## src/mcde_pkg.sv

```systemverilog
// ----------------------------------------------------------------------------
// mcde_pkg
// shared types and constants for the multichannel debounce edge detector
// ----------------------------------------------------------------------------
package mcde_pkg;

  localparam int CHANNELS = 9;
  localparam int RAW_W    = 9;
  localparam int TIME_W   = 32;
  localparam int MS_W     = 16;
  localparam int IDX_W    = 4;
  localparam int OP_W     = 2;

  // stream payload widths, padded to whole bytes
  localparam int IN_BITS  = OP_W + RAW_W + TIME_W;
  localparam int IN_W     = ((IN_BITS + 7) / 8) * 8;
  localparam int OUT_BITS = 1 + IDX_W + 1 + 1;
  localparam int OUT_W    = ((OUT_BITS + 7) / 8) * 8;

  // register map
  localparam int ADDR_W = 4;
  localparam logic [1:0] REG_ENABLED    = 2'd0;
  localparam logic [1:0] REG_ACTIVE_LOW = 2'd1;
  localparam logic [1:0] REG_DEBOUNCE   = 2'd2;
  localparam logic [1:0] REG_COOLDOWN   = 2'd3;

  typedef enum logic [OP_W-1:0] {
    OP_SCAN  = 2'd0,
    OP_ACK   = 2'd1,
    OP_REARM = 2'd2,
    OP_SYNC  = 2'd3
  } op_t;

  // settings every cell sees
  typedef struct packed {
    logic            active_low;
    logic [MS_W-1:0] hold_ms;
    logic [MS_W-1:0] cooldown_ms;
  } cell_cfg_t;

  // item travelling down the chain, one cell per cycle
  typedef struct packed {
    logic              valid;
    op_t               op;
    logic              live;    // scan still looking for a detection
    logic              hit;     // some cell latched a detection
    logic [IDX_W-1:0]  hit_idx;
    logic [IDX_W-1:0]  chan;    // channel index of the receiving cell
    logic [RAW_W-1:0]  raw;     // bit 0 belongs to the receiving cell
    logic [TIME_W-1:0] now_ms;
  } token_t;

  typedef struct packed {
    logic             taken;
    logic             pending;
    logic [IDX_W-1:0] sensor;
    logic             detected;
  } result_t;

endpackage

```

## src/mcde_cell.sv

```systemverilog
// ----------------------------------------------------------------------------
// mcde_cell
// one channel: debounce state, cooldown timer, and hand-off to the next cell
// ----------------------------------------------------------------------------
module mcde_cell (
  input  logic               clk,
  input  logic               rst,
  input  mcde_pkg::cell_cfg_t cfg,
  input  mcde_pkg::token_t   tok_in,
  output mcde_pkg::token_t   tok_out
);

  logic                         last_level;
  logic                         stable_level;
  logic [mcde_pkg::TIME_W-1:0]  change_time;
  logic [mcde_pkg::TIME_W-1:0]  detect_time;

  logic                         cur;
  logic                         in_cool;
  logic                         changed;
  logic                         settled;
  logic                         work;
  logic                         flip;
  logic                         hit;
  logic [mcde_pkg::TIME_W-1:0]  since_detect;
  logic [mcde_pkg::TIME_W-1:0]  since_change;

  assign cur          = tok_in.raw[0] ^ cfg.active_low;
  assign since_detect = tok_in.now_ms - detect_time;
  assign since_change = tok_in.now_ms - change_time;
  assign in_cool      = since_detect < {{(mcde_pkg::TIME_W-mcde_pkg::MS_W){1'b0}},
                                        cfg.cooldown_ms};
  assign changed      = cur != last_level;
  // a fresh change restarts the hold time at zero
  assign settled      = changed ? (cfg.hold_ms == '0)
                                : (since_change >= {{(mcde_pkg::TIME_W-mcde_pkg::MS_W){1'b0}},
                                                    cfg.hold_ms});
  assign work = tok_in.valid && (tok_in.op == mcde_pkg::OP_SCAN) && tok_in.live && !in_cool;
  assign flip = work && settled && (stable_level != cur);
  assign hit  = flip && cur;

  always_ff @(posedge clk) begin
    if (rst) begin
      last_level   <= 1'b0;
      stable_level <= 1'b0;
      change_time  <= '0;
      detect_time  <= '0;
    end else if (tok_in.valid) begin
      unique case (tok_in.op)
        mcde_pkg::OP_SCAN: begin
          if (work && changed) begin
            last_level  <= cur;
            change_time <= tok_in.now_ms;
          end
          if (flip) begin
            stable_level <= cur;
          end
          if (hit) begin
            detect_time <= tok_in.now_ms;
          end
        end
        mcde_pkg::OP_REARM: begin
          detect_time <= '0;
        end
        mcde_pkg::OP_SYNC: begin
          last_level   <= cur;
          stable_level <= cur;
        end
        default: begin
        end
      endcase
    end
  end

  always_ff @(posedge clk) begin
    if (rst) begin
      tok_out.valid <= 1'b0;
    end else begin
      tok_out.valid <= tok_in.valid;
    end
    tok_out.op      <= tok_in.op;
    tok_out.live    <= tok_in.live && !hit;
    tok_out.hit     <= tok_in.hit || hit;
    tok_out.hit_idx <= hit ? tok_in.chan : tok_in.hit_idx;
    tok_out.chan    <= tok_in.chan + mcde_pkg::IDX_W'(1);
    tok_out.raw     <= {1'b0, tok_in.raw[mcde_pkg::RAW_W-1:1]};
    tok_out.now_ms  <= tok_in.now_ms;
  end

endmodule

```

## src/mcde_chain.sv

```systemverilog
// ----------------------------------------------------------------------------
// mcde_chain
// row of channel cells, lowest channel first
// ----------------------------------------------------------------------------
module mcde_chain (
  input  logic                clk,
  input  logic                rst,
  input  mcde_pkg::cell_cfg_t cfg,
  input  mcde_pkg::token_t    tok_in,
  output mcde_pkg::token_t    tok_out
);

  mcde_pkg::token_t tok [0:mcde_pkg::CHANNELS];

  assign tok[0]  = tok_in;
  assign tok_out = tok[mcde_pkg::CHANNELS];

  for (genvar g = 0; g < mcde_pkg::CHANNELS; g++) begin : g_cell
    mcde_cell u_cell (
      .clk     (clk),
      .rst     (rst),
      .cfg     (cfg),
      .tok_in  (tok[g]),
      .tok_out (tok[g+1])
    );
  end

endmodule

```

## src/multichannel_debounce_edge_detector.sv

```systemverilog
// ----------------------------------------------------------------------------
// multichannel_debounce_edge_detector
// debounced sensor bank with per-channel cooldown and latched detection
// ----------------------------------------------------------------------------
// items come in on the s_ stream: op, raw pin levels and the current
// millisecond time. every item gives exactly one result transfer on the
// m_ stream: detected, sensor index, pending flag and taken flag.
// the item travels down a row of channel cells, one cell per cycle: the first
// cell works at the accepting edge, then each remaining cell in turn, then
// the pending flag settles into a holding register and the result is loaded
// into the output register. one item is in the chain at a time.
// settings go through the apb port; the user must write them only while
// idle, and the block itself does not enforce this.
// the next item is accepted as soon as the previous result sits in the
// output register, even while the receiver stalls; a stalled receiver only
// holds the block once a second result is waiting behind the first.
// reset (synchronous, active high) clears all channel levels and times,
// the pending flag and the sensor index, and restores the register
// defaults: disabled, active low, 50 ms debounce, 500 ms cooldown.
module multichannel_debounce_edge_detector (
  input  logic                        clk,
  input  logic                        rst,
  // apb configuration port
  input  logic                        psel,
  input  logic                        penable,
  input  logic                        pwrite,
  input  logic [mcde_pkg::ADDR_W-1:0] paddr,
  input  logic [31:0]                 pwdata,
  output logic [31:0]                 prdata,
  output logic                        pready,
  // input items
  input  logic                        s_tvalid,
  output logic                        s_tready,
  input  logic [mcde_pkg::IN_W-1:0]   s_tdata,   // op, raw_levels, now_ms
  // result items
  output logic                        m_tvalid,
  input  logic                        m_tready,
  output logic [mcde_pkg::OUT_W-1:0]  m_tdata    // detected, sensor, pending, taken
);

  // configuration registers
  logic                       enabled;
  logic                       active_low;
  logic [mcde_pkg::MS_W-1:0]  hold_ms;
  logic [mcde_pkg::MS_W-1:0]  cooldown_ms;
  logic                       cfg_write;

  // control state
  logic                       busy;
  logic                       pending_flag;
  logic [mcde_pkg::IDX_W-1:0] detected_index;
  logic                       done_valid;
  mcde_pkg::result_t          done_res;
  mcde_pkg::result_t          out_res;

  logic                       in_xfer;
  logic                       done_move;
  mcde_pkg::cell_cfg_t        cell_cfg;
  mcde_pkg::token_t           tok_head;
  mcde_pkg::token_t           tok_tail;
  mcde_pkg::op_t              in_op;
  mcde_pkg::result_t          res_next;
  logic                       pending_next;
  logic [mcde_pkg::IDX_W-1:0] index_next;

  // apb: always ready, write on the access cycle
  assign pready    = 1'b1;
  assign cfg_write = psel && penable && pwrite && pready;

  always_ff @(posedge clk) begin
    if (rst) begin
      enabled     <= 1'b0;
      active_low  <= 1'b1;
      hold_ms     <= mcde_pkg::MS_W'(50);
      cooldown_ms <= mcde_pkg::MS_W'(500);
    end else if (cfg_write) begin
      unique case (paddr[3:2])
        mcde_pkg::REG_ENABLED:    enabled     <= pwdata[0];
        mcde_pkg::REG_ACTIVE_LOW: active_low  <= pwdata[0];
        mcde_pkg::REG_DEBOUNCE:   hold_ms     <= pwdata[mcde_pkg::MS_W-1:0];
        mcde_pkg::REG_COOLDOWN:   cooldown_ms <= pwdata[mcde_pkg::MS_W-1:0];
        default: begin
        end
      endcase
    end
  end

  always_comb begin
    prdata = '0;
    unique case (paddr[3:2])
      mcde_pkg::REG_ENABLED:    prdata[0] = enabled;
      mcde_pkg::REG_ACTIVE_LOW: prdata[0] = active_low;
      mcde_pkg::REG_DEBOUNCE:   prdata[mcde_pkg::MS_W-1:0] = hold_ms;
      mcde_pkg::REG_COOLDOWN:   prdata[mcde_pkg::MS_W-1:0] = cooldown_ms;
      default: begin
      end
    endcase
  end

  // input side: one item in flight, released once its result is in the
  // output register
  assign s_tready = !busy;
  assign in_xfer  = s_tvalid && s_tready;
  assign in_op    = mcde_pkg::op_t'(s_tdata[mcde_pkg::OP_W-1:0]);

  assign cell_cfg.active_low  = active_low;
  assign cell_cfg.hold_ms     = hold_ms;
  assign cell_cfg.cooldown_ms = cooldown_ms;

  // a scan only has effect while enabled and with nothing pending
  always_comb begin
    tok_head.valid   = in_xfer;
    tok_head.op      = in_op;
    tok_head.live    = (in_op == mcde_pkg::OP_SCAN) && enabled && !pending_flag;
    tok_head.hit     = 1'b0;
    tok_head.hit_idx = '0;
    tok_head.chan    = '0;
    tok_head.raw     = s_tdata[mcde_pkg::OP_W +: mcde_pkg::RAW_W];
    tok_head.now_ms  = s_tdata[mcde_pkg::OP_W + mcde_pkg::RAW_W +: mcde_pkg::TIME_W];
  end

  mcde_chain u_chain (
    .clk     (clk),
    .rst     (rst),
    .cfg     (cell_cfg),
    .tok_in  (tok_head),
    .tok_out (tok_tail)
  );

  // settle pending flag and sensor index when the item leaves the chain
  always_comb begin
    pending_next = pending_flag;
    index_next   = detected_index;
    res_next     = '0;
    unique case (tok_tail.op)
      mcde_pkg::OP_SCAN: begin
        if (tok_tail.hit) begin
          pending_next = 1'b1;
          index_next   = tok_tail.hit_idx;
        end
        res_next.detected = tok_tail.hit;
      end
      mcde_pkg::OP_ACK: begin
        res_next.taken = pending_flag;
        pending_next   = 1'b0;
      end
      mcde_pkg::OP_REARM: begin
        pending_next = 1'b0;
      end
      default: begin
      end
    endcase
    res_next.sensor  = index_next;
    res_next.pending = pending_next;
  end

  // result waits here when the output register is still full
  assign done_move = done_valid && (!m_tvalid || m_tready);

  always_ff @(posedge clk) begin
    if (rst) begin
      busy           <= 1'b0;
      pending_flag   <= 1'b0;
      detected_index <= '0;
      done_valid     <= 1'b0;
      m_tvalid       <= 1'b0;
    end else begin
      if (in_xfer) begin
        busy <= 1'b1;
      end else if (done_move) begin
        busy <= 1'b0;
      end
      if (tok_tail.valid) begin
        pending_flag   <= pending_next;
        detected_index <= index_next;
        done_valid     <= 1'b1;
      end else if (done_move) begin
        done_valid <= 1'b0;
      end
      if (done_move) begin
        m_tvalid <= 1'b1;
      end else if (m_tready) begin
        m_tvalid <= 1'b0;
      end
    end
  end

  always_ff @(posedge clk) begin
    if (tok_tail.valid) begin
      done_res <= res_next;
    end
    if (done_move) begin
      out_res <= done_res;
    end
  end

  assign m_tdata = {{(mcde_pkg::OUT_W - mcde_pkg::OUT_BITS){1'b0}}, out_res};

`ifndef SYNTHESIS
  // an item only leaves the chain while the block counts itself busy
  assert property (@(posedge clk) disable iff (rst) tok_tail.valid |-> busy)
    else $error("chain result without an item in flight");

  // a finished item never lands on an unmoved result
  assert property (@(posedge clk) disable iff (rst) tok_tail.valid |-> !done_valid)
    else $error("holding register overwritten");

  // a fresh detection always leaves the pending flag set
  assert property (@(posedge clk) disable iff (rst)
                   (m_tvalid && out_res.detected) |-> out_res.pending)
    else $error("detection reported without pending flag");

  // the next item waits until the previous result has moved on
  assert property (@(posedge clk) disable iff (rst) done_valid |-> !s_tready)
    else $error("item accepted while a result is held back");
`endif

endmodule

```

## config.mk

```make
export PLATFORM = sky130hd
export DESIGN_NAME = multichannel_debounce_edge_detector
export DESIGN_NICKNAME = d
export VERILOG_FILES = /design/src/mcde_pkg.sv /design/src/mcde_cell.sv /design/src/mcde_chain.sv /design/src/multichannel_debounce_edge_detector.sv
export SDC_FILE = /design/constraint.sdc
export NUM_CORES = 2
export LEC_CHECK = 0
export BUFFER_PORTS_ARGS = -buffer_cell sky130_fd_sc_hd__buf_2
export CAP_MARGIN = 20
export CELL_PAD_IN_SITES_DETAIL_PLACEMENT = 0
export CELL_PAD_IN_SITES_GLOBAL_PLACEMENT = 1
export CORE_UTILIZATION = 50
export DETAILED_ROUTE_END_ITERATION = 7
export PLACE_DENSITY = 0.89
export SKIP_LAST_GASP = 1
export SLEW_MARGIN = 20
export SYNTH_ARGS = -nofsm -noshare
export SYNTH_HDL_FRONTEND = slang
export SYNTH_SLANG_ARGS = --single-unit
```

## constraint.sdc

```tcl
create_clock -name clk -period 13.61 [get_ports clk]
set_clock_uncertainty 0.15 [all_clocks]
set_input_delay 2.0415 -clock clk [delete_from_list [all_inputs] [get_ports clk]]
set_output_delay 2.0415 -clock clk [all_outputs]
set_load 0.05 [all_outputs]
```

* After elaboration in Yosys (flattened, before gate mapping)
Index checks and enable logic that the tools add are counted.
Cells by class: add/subtract/negate cells 18, multipliers 0, divide/modulo/power cells 0, magnitude comparators 18, equal/unequal tests 68, shift-type cells 0, muxes and demuxes 75, bitwise operators 9, reductions and logical operators 180
Operator list (number):
- 32-bit case mux with 2 select lines | 9
- 32-bit subtractor | 18
- 32-bit by 16-bit >= comparator with 1-bit output | 9
- 32-bit by 16-bit less-than comparator with 1-bit output | 9
- 32-bit two-way mux | 9
- 3-bit AND reduction | 36
- 1-bit logical AND | 77
- 2-bit == test (second input constant) | 21
- 2-bit nonzero test | 21
- 1-bit case mux with 2 select lines | 19
- 1-bit two-way mux | 34
- 2-bit != test (second input constant) | 16
- 15-bit case mux with 2 select lines | 1
- 2-bit zero test | 11
- 2-bit by 1-bit != test with 1-bit output (second input constant) | 11
- 1-bit zero test | 20
- 1-bit != test | 18
- 16-bit zero test | 1
- 1-bit logical OR | 9
- 1-bit bitwise XOR | 9
- 4-bit two-way mux | 2
- 2-bit AND reduction | 4
- 2-bit by 1-bit == test with 1-bit output (second input constant) | 2
- 1-bit case mux with 4 select lines | 1
- 2-bit OR reduction | 1
Storage, ports and cells: flip-flop bits (word level) 1007, bits in latches 0, bits in writable memories 0, memory bits (read-only) 0, bits of input ports 91, output and inout bits 43, word-level logic and storage cells 480, memories 0

* Logic depth before layout (Yosys ltp)
depth after elaboration 10, gate-level depth with buffers 27, mapped depth without buffers 24

* Cells and area by module
From an unflattened synthesis, not the netlist that was laid out.
Unflattened totals: cell total of the unflattened synthesis 9695, area total of the unflattened synthesis 80026.8 um2
Modules (own cells, without submodules):
- mcde_cell at u_chain.g_cell[1].u_cell ... | times used 5, cells an instance 1030, area an instance 8435.6 um2, sequential area each 2382.3 um2
- mcde_cell at u_chain.g_cell[2].u_cell | times used 1, cells an instance 1143, area an instance 9231.4 um2, sequential area each 2382.3 um2
- mcde_cell at u_chain.g_cell[7].u_cell | times used 1, cells an instance 1108, area an instance 9047.4 um2, sequential area each 2382.3 um2
- mcde_cell at u_chain.g_cell[8].u_cell | times used 1, cells an instance 1017, area an instance 8439.3 um2, sequential area each 2382.3 um2
- mcde_cell at u_chain.g_cell[0].u_cell | times used 1, cells an instance 1027, area an instance 8438.1 um2, sequential area each 2382.3 um2
- multichannel_debounce_edge_detector | times used 1, cells an instance 250, area an instance 2692.6 um2, sequential area each 1261.2 um2

* Worst setup path before layout
No wires, ideal clock.
kind input-to-reg, from in s_tdata[11] (netlist bit), to reg u_chain.g_cell[0].u_cell.change_time[10] (netlist bit), library setup time 128 ps, arrival 7034 ps, data required time 13332 ps, setup slack 6299 ps, cell stages on the path 24, buffers on the path 2, path through inv_1 > ha_1 > inv_1 > fa_1 > a211oi_1 > o21ai_0 > a31o_2 > a21oi_1 > xnor2_1 > ha_1 > and4_1 > a2111oi_0 > nor3_1 > a311o_1 > nor4b_1 > nand4_1 > or4b_2 > nor4_1 > a211o_1 > or2_2 > buf_2 > buf_2 > mux2i_1 > nor2_1
Between the ends: cells in the longest elaborated chain, start to end 6
Ends and longest elaborated chain:
- start, declared | line multichannel_debounce_edge_detector.sv:34 | input logic [mcde_pkg::IN_W-1:0] s_tdata,
- 32-bit subtractor | line mcde_cell.sv:29 | assign since_detect = tok_in.now_ms - detect_time;
- 32-bit by 16-bit less-than comparator with 1-bit output | line mcde_cell.sv:31 | assign in_cool = since_detect < {{(mcde_pkg::TIME_W-mcde_pkg::MS_W){1'b0}},
- 1-bit zero test | line mcde_cell.sv:38 | assign work = tok_in.valid && (tok_in.op == mcde_pkg::OP_SCAN) && tok_in.live && !in_cool;
- 1-bit logical AND | line mcde_cell.sv:38
- 1-bit logical AND | line mcde_cell.sv:51 | if (work && changed) begin
- 3-bit AND reduction (no source line)
- end signal, assigned | line mcde_cell.sv:53 | change_time <= tok_in.now_ms;
- end, declared | line mcde_cell.sv:15 | logic [mcde_pkg::TIME_W-1:0] change_time;
Every way passes these cells. A chain may end at the register's enable or synchronous reset.

* Final worst setup path
from in s_tdata[11] (netlist bit), to reg u_chain.g_cell[0].u_cell.detect_time[26] (netlist bit)
Between the ends: cells in the longest elaborated chain, start to end 9, elaborated cells between the ends (all ways) 12, classes of those cells add/sub (2); order compare (2); eq/ne (1); mux (1); reduce/logical (6)
Ends and longest elaborated chain:
- 32-bit subtractor | line mcde_cell.sv:29
- 32-bit by 16-bit less-than comparator with 1-bit output | line mcde_cell.sv:31
- 1-bit zero test | line mcde_cell.sv:38
- 1-bit logical AND | line mcde_cell.sv:38
- 1-bit logical AND (*) (2 in series) | line mcde_cell.sv:39 | assign flip = work && settled && (stable_level != cur);
- 1-bit logical AND (*) | line mcde_cell.sv:40 | assign hit = flip && cur;
- 2-bit by 1-bit != test with 1-bit output (no source line) (*)
- 3-bit AND reduction (no source line) (*)
- end signal, assigned | line mcde_cell.sv:59 | detect_time <= tok_in.now_ms;
- end, declared | line mcde_cell.sv:16 | logic [mcde_pkg::TIME_W-1:0] detect_time;
Mark *: on every way between the ends. The rest lies on a longest branch, timed or not.

==> impl_metrics.toml <==
[die]
pin_count = 134
rows = 138
die_w_um = 381
floorplan.initialDensity = 0.506
coreArea_um2 = 142000
die-area_um2 = 145000
die_h_um = 381

[drt]
vias = 64600
wl_per_cell_um = 20.9
drtIter0Drc = 5156
drt-total-wl_um = 223000
drtAntennaViolNets = 0
drt_pass1_iterations = 6
drc = 0
viasPerCell = 6.06

[clocking]
htree_levels = 3
ctsResizeCount = 0
clk_latency_ps = 770
clockBufferDepth = 3
postCtsSetupRepairBufs = 0
cts_buffers = 112
cts_tree = "built"
cts_sinks = 1007
root_buffer = "clkbuf_16"
cts_hold_buffers = 0
clk_pin_slew_worst_paths_ps = 60

[pwr]
switching_share = 0.293
leakagePower_nw = 30.4
vdd_ir_drop_max_mv = 0.108
power_mw = 7.86
p_int_mw = 5.56
seq_power_share = 0.395
combPwrFrac = 0.174
clkPwrFrac = 0.431
p_per_area_nw_per_um2 = 101
p_sw_mw = 2.30

[synth]
yosys.area.top_type = "dfxtp_1"
yosysMostFrequentCell = "dfxtp_1"
synthTopCellsByCount = "993 x dfxtp_1, 837 x ha_1, 788 x inv_1"
synth_warnings = 0
ys_seq_area_frac = 0.282
async_reset_ff_frac = 0
synth.avg_cell_area_um2 = 8.22
synth_flop_cell = "dfxtp_1"
synth-edff-count = 14
synthDistinctLibCells = 101
syn_inst = 8745
ys_top_cells_by_area = "dfxtp_1 28%, ha_1 15%, mux2i_1 4.9%"
synth_top_area_frac = 0.277
ys_ff_latch = 1007
mappedNetlistArea_um2 = 71900

[grt]
track_usage = 0.298
busiest_layer = "met2"
grt_max_degree = 131
antenna_found_initial = 6
grt_pass1_wl_um = 346000
grt_pass1_vias = 59300
met3_usage = 0.0430
overflow = 0
grtUsageMet2 = 0.451
global_route.usage.met1 = 0.431

[run_status]
outcome = "finished, final reports clean"

[final_layout]
design_area_um2 = 78000
drive_gt1_frac = 0.0560
final_util = 0.549
syn_to_final_growth_pct = 8.46
final_nets = 9612

[placement]
gp_congestion = 0.917
port_buffers = 92
postPlaceCellArea_um2 = 73800
detailed_place_hpwl_um = 171000

[worst_setup_path]
cp-start-kind = "primary input"
worst_setup_path_end_kind = "flip-flop"
critical_path_class = "in2reg"
worstPathRequired_ps = 14150
worstPathArrival_ps = 9100
cp_max_fo = 34

[sta]
setup_tns_ps = 0
period_minus_slack_ps = 8560
report.final.hold_viol_count = 0
setup_viol = 0
worst_slew_pin_slew_ps = 1240
rsz0062_at_grt = "no"
finalCritPeriodShare = 0.629
relSlewSlack = 0.162
max_freq_mhz = 117
slew_viol_final = 0

[hold_path]
hold_path.class = "reg2reg"

[job]
drv_cap = 0
cell families after synthesis:
| family | after synthesis | synth area share |
|---|---|---|
| AO/OA/AOI/OAI | 2612 | 0.248 |
| adder cells (fa/ha/maj) | 855 | 0.151 |
| AND/OR/NAND/NOR | 2360 | 0.157 |
| multiplexers | 374 | 0.0526 |
| XOR/XNOR | 374 | 0.0457 |
| buffers and inverters | 1161 | 0.0635 |
| other | 2 | 0.000104 |
| flip-flops | 1007 | 0.282 |
flip-flops by register name (all words and copies together), names as in the netlist, 4 cells and up:
register / flops
u_chain.g_cell.u_cell.change_time: 288
u_chain.g_cell.u_cell.last_level: 9
detected_index: 4
u_chain.g_cell.u_cell.stable_level: 9
cooldown_ms: 16
hold_ms: 16
u_chain.g_cell.u_cell.tok_out: 357
u_chain.g_cell.u_cell.detect_time: 288
done_res: 7
m_tdata: 7
worst max-delay path: stages:
cell       delay (ps)
buf_2             130
inv_1             120
ha_1              180
inv_1              50
fa_1              420
a211oi_1          340
o21ai_0           270
a31o_2            310
a21oi_1           160
xnor2_1           150
ha_1              270
and4_1            150
a2111oi_0         390
nor3_1            130
a311o_1           300
nor4b_1           290
nand4_1           140
or4b_2            610
nor4_1            800
a211o_1           450
nor3b_4            80
buf_4             260
o31ai_4           590
buf_6             280
a32o_1            150
layout make-up:
| type | count | area [um2] |
|---|---|---|
| timing repair buffer | 164 | 1030 |
| fill | 13300 | 64100 |
| inverter | 788 | 2960 |
| multi-input combinational | 6593 | 47200 |
| clock inverter | 67 | 1010 |
| antenna | 4 | 10.0 |
| sequential | 1007 | 20300 |
| tap | 1890 | 2360 |
| clock buffer | 143 | 3100 |
power groups by stage:
stage	sequential, mW	clock (mW)	combinational (mW)
after global placement	3.17	0	1.31
after floorplan	3.11	0	1.01
after CTS	3.11	3.44	1.34
after global routing	3.11	3.57	1.52
after detailed placement	3.17	0	1.32
final	3.10	3.39	1.36
cell usage in the layout (no fill, tap or decap), types with 38 or more instances in the layout:
cell	instances
nand2b_1	105
o21a_1	136
and3_1	59
or3_1	41
a31oi_1	68
o21ai_0	420
nand4_1	165
buf_4	70
nor2b_1	115
nand3_1	152
o21bai_1	63
a211oi_1	103
clkbuf_16	113
inv_1	784
ha_1	837
a21oi_1	701
nor2_1	743
nor3_1	116
nand2_1	602
xor2_1	142
o211ai_1	150
dfxtp_1	993
a32o_1	129
xnor2_1	231
o2111ai_1	38
or2_2	38
nor4_1	50
o31ai_1	58
a22o_1	101
and2_1	41
a21o_1	212
o2bb2ai_1	41
buf_2	91
a2111oi_0	39
mux2i_1	352
final timing paths:
| kind | start | to | slack [ps] | cells past startpoint |
|---|---|---|---|---|
| worst max-delay path | s_tdata[11] | u_chain.g_cell[0].u_cell.detect_time[26] | 5050 | 25 |
| worst min-delay path | u_chain.g_cell[0].u_cell.tok_out[34] | u_chain.g_cell[1].u_cell.tok_out[33] | 170 | 0 |
| worst max register to register | u_chain.g_cell[0].u_cell.detect_time[0] | u_chain.g_cell[0].u_cell.detect_time[26] | 6270 | 23 |
| worst min register to register | u_chain.g_cell[0].u_cell.tok_out[34] | u_chain.g_cell[1].u_cell.tok_out[33] | 170 | 0 |
metrics by stage:
step | hold WS (ps) | setup WS [ps] | std cells
after floorplan | 160 | 6300 | 8761
after global placement | 160 | 4220 | 10400
after detailed placement | 162 | 4100 | 10400
after CTS | 176 | 4860 | 10700
after global routing | 181 | 4650 | 10700
final | 175 | 5050 | 10700
metal layers:
layer / vias up / wire (um)
li1: 31600 / -
met1: 30600 / 106000
met2: 1994 / 93700
met3: 372 / 15200
met4: 2 / 7970
met5: - / 13
Note: power is estimated with default switching activity, not from simulation.
